**config.mk**
```make
export PLATFORM = sky130hd
export DESIGN_NAME = cas_pass
export DESIGN_NICKNAME = d
export VERILOG_FILES = /design/src/hdl/cas_pkg.sv /design/src/hdl/cas_pass.sv
export SDC_FILE = /design/constraint.sdc
export NUM_CORES = 1
export LEC_CHECK = 0
export BUFFER_PORTS_ARGS = -buffer_cell sky130_fd_sc_hd__clkbuf_2
export CAP_MARGIN = 25
export CELL_PAD_IN_SITES_DETAIL_PLACEMENT = 0
export CELL_PAD_IN_SITES_GLOBAL_PLACEMENT = 1
export CORE_ASPECT_RATIO = 0.5
export CORE_MARGIN = 5
export CORE_UTILIZATION = 40
export CTS_BUF_LIST = sky130_fd_sc_hd__clkbuf_8
export DETAILED_ROUTE_END_ITERATION = 7
export MAX_ROUTING_LAYER = met4
export PLACE_DENSITY_LB_ADDON = 0.1
export SETUP_SLACK_MARGIN = 0.1
export SLEW_MARGIN = 20
export SYNTH_ARGS = -nofsm -noshare
export SYNTH_HDL_FRONTEND = slang
export SYNTH_SLANG_ARGS = --single-unit
```
**constraint.sdc**
```tcl
create_clock -name clk -period 7.4 [get_ports clk]
set_clock_uncertainty 0.2 [all_clocks]
set_input_delay 2.22 -clock clk [delete_from_list [all_inputs] [get_ports clk]]
set_output_delay 2.22 -clock clk [all_outputs]
set_load 0.01 [all_outputs]
```
**src/hdl/cas_pkg.sv**
```systemverilog
package cas_pkg;

  // request kinds carried in the low bits of the input word
  typedef enum logic [1:0] {
    REQ_WRITE = 2'd0,
    REQ_RUN   = 2'd1,
    REQ_READ  = 2'd2,
    REQ_NONE  = 2'd3
  } req_type_t;

  // configuration register indexes (byte address 4*index)
  typedef enum logic [1:0] {
    REG_GRID_WIDTH     = 2'd0,
    REG_GRID_HEIGHT    = 2'd1,
    REG_GENERATIONS    = 2'd2,
    REG_WALL_THRESHOLD = 2'd3
  } reg_index_t;

  localparam logic [8:0] GRID_WIDTH_RESET     = 9'd150;
  localparam logic [6:0] GRID_HEIGHT_RESET    = 7'd50;
  localparam logic [7:0] GENERATIONS_RESET    = 8'd100;
  localparam logic [3:0] WALL_THRESHOLD_RESET = 4'd4;

  typedef struct packed {
    logic       start;
    logic [7:0] generations;
    logic [3:0] threshold;
  } run_ctl_t;

  typedef struct packed {
    logic busy;
    logic pass_end;
    logic done;
  } pass_stat_t;

endpackage

```
**src/hdl/cas_pass.sv**
```systemverilog
module cas_pass
  import cas_pkg::*;
#(
  parameter int MAX_WIDTH  = 256,
  parameter int MAX_HEIGHT = 64
) (
  input  logic                                   clk,
  input  logic                                   rst,
  input  run_ctl_t                               ctl,
  input  logic [$clog2(MAX_WIDTH):0]             eff_w,
  input  logic [$clog2(MAX_HEIGHT):0]            eff_h,
  input  logic                                   src_bit,
  output logic                                   rd_re,
  output logic [$clog2(MAX_WIDTH*MAX_HEIGHT)-1:0] rd_addr,
  output logic                                   wr_we,
  output logic [$clog2(MAX_WIDTH*MAX_HEIGHT)-1:0] wr_addr,
  output logic                                   wr_bit,
  output pass_stat_t                             stat
);

  localparam int CW = $clog2(MAX_WIDTH);
  localparam int HW = $clog2(MAX_HEIGHT);
  localparam int AW = $clog2(MAX_WIDTH * MAX_HEIGHT);

  typedef enum logic [1:0] {
    E_IDLE,
    E_START,
    E_COL,
    E_END
  } eng_state_t;

  eng_state_t  state;
  logic [HW-1:0] y;
  logic [CW:0]   fx;
  logic [1:0]    ph;
  logic [7:0]    gen_left;
  logic [3:0]    thr;
  logic [2:0]    win_m;
  logic [2:0]    win_r;
  logic          b0;
  logic          b1;
  logic          oob_q;

  logic [31:0] rd_row;
  logic [31:0] rd_addr32;
  logic [31:0] wr_addr32;
  logic        cap_bit;
  logic [2:0]  new_col;
  logic [3:0]  wall_count;
  logic        empty_grid;
  logic        last_row;

  // row of this phase's read: y-1, y, y+1 (wraps huge when y-1 < 0)
  assign rd_row     = 32'(y) + 32'(ph) - 32'd1;
  assign rd_addr32  = rd_row * 32'(MAX_WIDTH) + 32'(fx);
  assign rd_addr    = rd_addr32[AW-1:0];
  assign rd_re      = (state == E_COL) && (ph != 2'd3) &&
                      (rd_row < 32'(eff_h)) && (fx < eff_w);
  assign wr_addr32  = 32'(y) * 32'(MAX_WIDTH) + 32'(fx) - 32'd1;
  assign wr_addr    = wr_addr32[AW-1:0];

  // cells outside the grid count as walls
  assign cap_bit    = oob_q | src_bit;
  assign new_col    = {cap_bit, b1, b0};
  assign wall_count = 4'($countones({win_m, win_r, new_col}));
  assign wr_bit     = wall_count > thr;
  assign wr_we      = (state == E_COL) && (ph == 2'd3) && (fx != '0);

  assign empty_grid = (eff_w == '0) || (eff_h == '0);
  assign last_row   = ((HW+1)'(y) + (HW+1)'(1)) == eff_h;

  assign stat.busy     = state != E_IDLE;
  assign stat.pass_end = state == E_END;
  assign stat.done     = (state == E_END) && (gen_left == 8'd1);

  always_ff @(posedge clk) begin
    if (rst) begin
      state    <= E_IDLE;
      y        <= '0;
      fx       <= '0;
      ph       <= '0;
      gen_left <= '0;
    end else begin
      oob_q <= !rd_re;
      case (state)
        E_IDLE: begin
          if (ctl.start) begin
            gen_left <= ctl.generations;
            thr      <= ctl.threshold;
            state    <= E_START;
          end
        end
        E_START: begin
          y     <= '0;
          fx    <= '0;
          ph    <= '0;
          win_r <= 3'b111;
          state <= empty_grid ? E_END : E_COL;
        end
        E_COL: begin
          ph <= ph + 2'd1;
          case (ph)
            2'd1: b0 <= cap_bit;
            2'd2: b1 <= cap_bit;
            2'd3: begin
              // shift the window one column right
              win_m <= win_r;
              win_r <= new_col;
              if (fx == eff_w) begin
                fx    <= '0;
                win_r <= 3'b111;
                if (last_row) begin
                  state <= E_END;
                end else begin
                  y <= y + HW'(1);
                end
              end else begin
                fx <= fx + (CW+1)'(1);
              end
            end
            default: ;
          endcase
        end
        E_END: begin
          gen_left <= gen_left - 8'd1;
          state    <= (gen_left == 8'd1) ? E_IDLE : E_START;
        end
        default: state <= E_IDLE;
      endcase
    end
  end

endmodule

```
# Word-level counts from Yosys, hierarchy flattened
# Index checks and enable logic that the tools add are counted.
# word_totals
register_bits	40
inputBits	32
elab_cells	93
# op_classes
addsub	18
n_lt_le_gt_ge	3
eq_ne	15
muxes	20
n_bitwise	2
n_reduce_logical	24
# op_table
operator	n
< comparator 32 x 7 -> 1 bit	1
2-to-1 mux 6 bit	3
2-to-1 mux 9 bit	2
one-hot mux 9 bit (2 select lines)	1
one-hot mux 8 bit (2 select lines)	1
AND reduction 3 bit	5
adder 14 x 10 -> 14 bit	1
adder 14 x 9 -> 14 bit	1
subtractor 14 x 1 -> 14 bit, second input constant	1
one-hot mux 6 bit (2 select lines)	1
adder 9 x 1 -> 9 bit, second input constant	1
equality test 9 bit	1
logical NOT 9 bit	1
< comparator 9 bit	1
nonzero test 9 bit	1
adder 1 x 1 -> 2 bit	4
equality test 2 bit, second input constant	4
equality test 8 x 1 -> 1 bit, second input constant	1
2-to-1 mux 2 bit	4
2-to-1 mux 8 bit	1
!= test 2 bit, second input constant	4
one-hot mux 2 bit (4 select lines)	1
AND reduction 4 bit	2
subtractor 7 x 1 -> 8 bit, second input constant	1
25 further kinds	38

# Depth between registers and ports, before layout
# Gate-level depths: netlist of run 1.
# depth
depth_word	6
depth_mapped	15

# Worst setup path before layout of run 1
# Ideal clock, no wire load.
# synth_timing
kind	input to output
from	input src_bit
to	output wr_bit
t_arrival_ps	5025
t_required_ps	4980
path_slack_ps	-45
stages	14
path_buffers	0
cell_sequence	nor2_1 -> fa_1 -> fa_1 -> inv_1 -> fa_1 -> inv_1 -> fa_1 -> inv_1 -> ha_1 -> nor2b_1 -> o21ai_0 -> nand2b_1 -> a21oi_1 -> a41oi_1
# synth_via
elab_chain_cells	6
# synth_lines
item	line_no	rtl
from (decl)	cas_pass.sv:12	input logic src_bit,
bitwise OR 1 bit	cas_pass.sv:63	assign cap_bit = oob_q | src_bit;
adder 1 x 1 -> 2 bit (implied by the code)	cas_pass.sv:65	assign wall_count = 4'($countones({win_m, win_r, new_col}));
adder 2 x 2 -> 3 bit (implied by the code)	cas_pass.sv:65	
adder 3 x 3 -> 4 bit (implied by the code)	cas_pass.sv:65	
adder 4 x 1 -> 4 bit (implied by the code)	cas_pass.sv:65	
> comparator 4 bit	cas_pass.sv:66	assign wr_bit = wall_count > thr;
to (decl)	cas_pass.sv:17	output logic wr_bit,
# Every way passes these cells.

# Worst setup path after layout of run 1
# Same ends and word-level chain as after synthesis.

==> run summary, run 1 <==
Status - finished, violations left
Violated checks - negative setup slack
Post-synth EDFFs - 13
Synthesized area - 3881 um^2
Worst-Margin Slew - 0.5168 ns
Gp weighted congestion - 0.8197
CTS clk-pin slew, worst paths - 0.07 ns
Number of global-route vias before repair - 3099
Worst Path Buf+Inv - 5
Most frequent CP cell - fa_1
Design Power - 923.7 uW
Placed Area - 4314 um^2
WL final - 8.997 mm
Worst-path fanout max - 2
Total Routing Usage GR - 0.1592
Hpwl dp - 7.344 mm
Crit-path leading delay family - adder cells
Post-Layout Cell Count - 661
Slew Viols, Final - 0
Core Footprint - 9447 um^2
Post-Synthesis Cells - 467
Max Freq - 133.1 MHz
Worst-Skew Late Latency - 0.30 ns
Routed WL per cell - 13.61 um
Max VDD drop - 0.1063 mV
Max Cap Viol - 0
Post-CTS Setup Inserts - 0
IO Port Bufs - 65
CTS tree - built
Die height - 79.66 um
CP Depth - 16
P_leak - 2.068 nW
Drt drc - 0
Minimum clock period - 7.515 ns
TritonCTS Buffers - 5
Setup crit end - wr_bit
WHS - 0.2571 ns
Worst hold path class - flop to flop
Avg Synthesized Cell Area - 8.311 um^2
Number of antenna repair diodes - 0
Die Area - 11890 um^2
CP max stage delay - 0.49 ns
Commonest non-fill, non-tap cell in the layout - inv_1
Pwr/cell area - 209.1 nW/um^2
Clock Path Buffers - 2
DRT Pass-1 Iters - 4
H-tree depth - 2
Routed via count - 3265
Syn nets - 574
Smallest setup slack after layout - -0.1151 ns
Initial antenna violation count - 0
Commonest cells after routing, fill and taps aside - 69 x inv_1, 67 x ha_1, 65 x clkbuf_2
Rel. slew slack - 0.6554
Clk sink count - 40
Post-synth top area cell - ha_1
GRT overflow - 0
CP required - 4.98 ns
Unrepaired setup endpoints after global routing - true
Share of the synthesized area in the top cell type - 0.2192
CP startpoint - src_bit
Clk Tree Root Cell - clkbuf_8
R2r setup slk - 3.99 ns
Post-synth cell types - 57
Arrival time of data at the critical path endpoint - 5.10 ns
Final ANT Viol Nets - 0
Largest net degree at the start of global routing - 18
Global-route wire length before repair - 14.98 mm
Post-cts hold buffer count - 0
Reg2reg start - y[1]$_SDFFE_PP0P_
Met3 global-route usage - 0.02893
Area Overhead vs Synth - 13.80%
Met2 Use GR - 0.2343
Top cells by area, synth - ha_1 22%, dfxtp_1 14%, edfxtp_1 10%
Iter 0 DRT Violations - 91
Number of setup violations in the final report - 1
Top FF cell, synth - dfxtp_1
Synth Register Bits - 40
Crit. End Element - primary output
Crit Path Class - input pin to primary output
Yosys warnings - 0
M1 GR Usage - 0.2289
Final hold vios - 0
Via density - 4.939
Cell Chain, Critical Path - clkbuf_2 -> nor2_4 -> fa_1 -> fa_1 -> inv_1 -> fa_2 -> inv_2 -> fa_1 -> inv_2 -> ha_4 -> nor2b_1 -> o21ai_1 -> nand2b_1 -> a21oi_2 -> a41oi_2 -> clkbuf_2
Reg2Reg Depth - 13
# nets final - 632
Design Area, Final - 4417 um^2
Worst reg2reg path endpoint - oob_q$_DFFE_PN_
Final period util - 1.016
Async SR Flop Fraction - 0
Row count - 25
Die width - 149.3 um
Sequential share of the synthesized area - 0.2398
Grt peak-use layer - met2
Ports - 66
Starting density of the core - 0.4109
Crit path max-delay cell type - fa_1
Layout cell share with drive strength beyond 1 - 0.1673
Setup WS pre-CTS - -0.2133 ns
Placed cells - 652
Type of origin of the critical path - input pin
==> worst min-delay path by stage <==
| stage | startpoint | endpoint | slack [ns] | cells past startpoint |
|---|---|---|---|---|
| global placement | win_r[0]$_SDFFCE_PP1P_ | win_m[0]$_DFFE_PP_ | 0.24 | 0 |
| detailed placement | win_r[2]$_SDFFCE_PP1P_ | win_m[2]$_DFFE_PP_ | 0.25 | 0 |
| finish | win_r[2]$_SDFFCE_PP1P_ | win_m[2]$_DFFE_PP_ | 0.26 | 0 |
| CTS | win_r[2]$_SDFFCE_PP1P_ | win_m[2]$_DFFE_PP_ | 0.27 | 0 |
| global route | win_r[2]$_SDFFCE_PP1P_ | win_m[2]$_DFFE_PP_ | 0.28 | 0 |
| floorplan | win_r[0]$_SDFFCE_PP1P_ | win_m[0]$_DFFE_PP_ | 0.23 | 0 |
==> metrics by stage <==
stage	utilization	TNS [ns]
final	0.4676	-0.1151
after CTS	0.4668	-0.1404
after detailed placement	0.4567	-0.2133
after global routing	0.4676	-0.2397
after global placement	0.4567	-0.1934
after floorplan	-	0
==> synth_stat cells (3+ instances only) <==
library cell / instances
a211oi_1: 6
a21o_1: 6
a21oi_1: 26
a22oi_1: 3
and3_1: 6
buf_4: 8
clkbuf_1: 8
dfxtp_1: 27
edfxtp_1: 13
fa_1: 7
ha_1: 68
inv_1: 69
nand2_1: 29
nand2b_1: 10
nand3_1: 20
nand4_1: 6
nor2_1: 39
nor2b_1: 5
nor3_1: 7
nor4_1: 3
o21a_1: 4
o21ai_0: 13
o21ai_1: 3
o22ai_1: 4
o31ai_1: 4
or3_1: 4
xnor2_1: 25
xor2_1: 10
==> layout make-up <==
class                      instances  area [um^2]
multi-input combinational        339         2623
sequential                        40        930.9
timing repair buffer              68        347.8
inverter                          71        266.5
tap                              135        168.9
fill                             982         5030
clock inverter                     3        11.26
clock buffer                       5        68.82
==> logic make-up (layout without fill, tap and decap cells) <==
family                     after synthesis  after routing  share of synthesized area
AOI/OAI and AO/OA                       88             88                     0.1505
xor gates and xnor gates                35             35                    0.07898
adders and majority gates               75             75                     0.2553
buffers and inverters                   88            147                    0.09317
DFF                                     40             40                     0.2398
muxes                                    2              2                   0.005480
and+or+nand+nor                        139            139                     0.1767
==> sequential cells by signal (all words and copies together) (netlist names) <==
signal	cells
b0	1
thr	4
gen_left	8
y	6
state	2
oob_q	1
win_r	3
fx	9
ph	2
win_m	3
b1	1
==> metal layers <==
layer	up-vias	share of wire
met5	-	0
met4	0	0.0096
met3	9	0.043
met2	67	0.41
met1	1489	0.54
li1	1700	-
==> where the power goes <==
part           leakage (nW)  total (mW)  internal (mW)  switching (mW)
clock                0.0482       0.140         0.0630          0.0772
sequential            0.329       0.286          0.258          0.0286
combinational          1.69       0.497          0.217           0.281
total                  2.07       0.924          0.537           0.387
==> what timing repair did <==
action                                  4_1_cts  5_1_grt
endpoints found under the hold margin         0        0
resized for setup                             4        0
gates cloned                                  0        0
endpoints found under the setup margin        1        1
pin swaps                                     3        1
Power figures use the tool's default switching activity.
==> run 2, diff against run 1 <==
Settings changed: SKIP_CTS_REPAIR_TIMING from default to 1.
==> run 2 against run 1 <==
Against the previous run: the run still ends with negative setup slack left; critical endpoint unchanged; largest power group unchanged; die area stayed put; fmax fell by 0.29%; largest cell class unchanged; clock-buffer cell count unchanged; non-clock buffer count stayed put.
==> run summary, run 2 (synthesis gave the netlist of run 1 again) <==
Status - finished, violations left
Violated checks - negative setup slack
Combinational share of power - 0.538
Clk pwr share - 0.152
Top reg by flops - fx
IO Port Bufs - 65
Largest net degree at the start of global routing - 18
Iter 0 DRT Violations - 102
P_leak - 2.069 nW
Crit. End Element - primary output
WL final - 8.995 mm
Die width - 149.3 um
Post-Layout Cell Count - 661
Worst-Margin Slew - 0.5177 ns
WHS - 0.2570 ns
CTS clk-pin slew, worst paths - 0.07 ns
Row count - 25
Slew Viols, Final - 0
Most frequent CP cell - fa_1
Crit-path leading delay family - adder cells
Hpwl dp - 7.344 mm
Via density - 4.908
CTS tree - built
Pwr/cell area - 209.0 nW/um^2
Arrival time of data at the critical path endpoint - 5.12 ns
Clk sink count - 40
Number of antenna repair diodes - 0
Setup WS pre-CTS - -0.2133 ns
CP max stage delay - 0.49 ns
Rel. slew slack - 0.6549
Final period util - 1.019
Commonest cells after routing, fill and taps aside - 69 x inv_1, 67 x ha_1, 64 x clkbuf_2
Clock Path Buffers - 2
Worst-Skew Late Latency - 0.30 ns
Routed via count - 3244
Layout cell share with drive strength beyond 1 - 0.1673
Worst-path fanout max - 2
Max FFs per register - 9
Sw frac - 0.4181
Type of origin of the critical path - input pin
Area Overhead vs Synth - 13.80%
Clk Tree Root Cell - clkbuf_8
Multi-input gate area - 2623 um^2
TritonCTS Buffers - 5
Drt drc - 0
Gp weighted congestion - 0.8197
Core Footprint - 9447 um^2
GRT overflow - 0
Placed cells - 652
Commonest non-fill, non-tap cell in the layout - inv_1
NetSw - 386.0 uW
Number of global-route vias before repair - 3110
Placed Area - 4314 um^2
Number of setup violations in the final report - 1
Max VDD drop - 0.1063 mV
Crit path max-delay cell type - fa_1
Final Util - 0.4676
CP required - 4.98 ns
Final hold vios - 0
Crit Path Class - input pin to primary output
FILL cells - 982
Max Freq - 132.7 MHz
Reg power frac - 0.310
Smallest setup slack after layout - -0.1373 ns
Die Area - 11890 um^2
Final ANT Viol Nets - 0
Ports - 66
Die height - 79.66 um
Cell Chain, Critical Path - clkbuf_2 -> nor2_4 -> fa_1 -> fa_1 -> inv_1 -> fa_2 -> inv_2 -> fa_1 -> inv_2 -> ha_4 -> nor2b_1 -> o21ai_1 -> nand2b_1 -> a21oi_2 -> a41oi_2 -> buf_2
Global-route wire length before repair - 14.99 mm
Internal - 537.1 uW
Design Power - 923.1 uW
Top Registers - fx (9), gen_left (8), y (6)
Total Routing Usage GR - 0.1592
Initial antenna violation count - 0
Setup TNS - -0.1373 ns
Starting density of the core - 0.4109
Max Cap Viol - 0
DRT Pass-1 Iters - 4
Worst Path Buf+Inv - 5
Design Area, Final - 4417 um^2
Minimum clock period - 7.537 ns
# nets final - 632
Routed WL per cell - 13.61 um
Unrepaired setup endpoints after global routing - true
Worst hold path class - flop to flop
Reg area - 930.9 um^2
H-tree depth - 2
## run 2: final timing paths
kind	from	end	slack, ns	depth (start not counted)
max	src_bit	wr_bit	-0.14	16
min	win_r[2]$_SDFFCE_PP1P_	win_m[2]$_DFFE_PP_	0.26	0
max reg2reg	y[1]$_SDFFE_PP0P_	oob_q$_DFFE_PN_	4.02	13
min reg2reg	win_r[2]$_SDFFCE_PP1P_	win_m[2]$_DFFE_PP_	0.26	0
## run 2: per-layer routing
metal	GRT usage	share of wire	vias up
met5	-	0	-
met4	0.03196	0.0086	0
met3	0.02893	0.045	9
met2	0.2348	0.42	60
met1	0.2286	0.53	1475
li1	-	-	1700
## run 2: worst register-to-register path, stage by stage, from the launching register on
cell     delay (ns)
dfxtp_1        0.45
inv_1          0.10
ha_1           0.29
inv_1          0.04
ha_1           0.22
fa_1           0.40
a21o_1         0.18
a21oi_1        0.25
xnor2_1        0.16
ha_1           0.21
a22oi_1        0.18
nand4_1        0.10
a31oi_1        0.22
o31ai_1        0.12
## run 2: area by class of cell
type	count	share of cell area
multi-input cells	339	0.5938
well taps	135	0.03824
repair buffers	68	0.07875
inverters	71	0.06034
flip-flops and latches	40	0.2108
clock buffers	5	0.01558
clock inverters	3	0.002550
## run 2: power groups by stage
stage	clock network, mW	logic (mW)	registers, mW
final	0.140	0.496	0.286
after detailed placement	0	0.493	0.292
after global placement	0	0.492	0.291
after global routing	0.156	0.562	0.292
after floorplan	0	0.358	0.283
after CTS	0.147	0.497	0.287
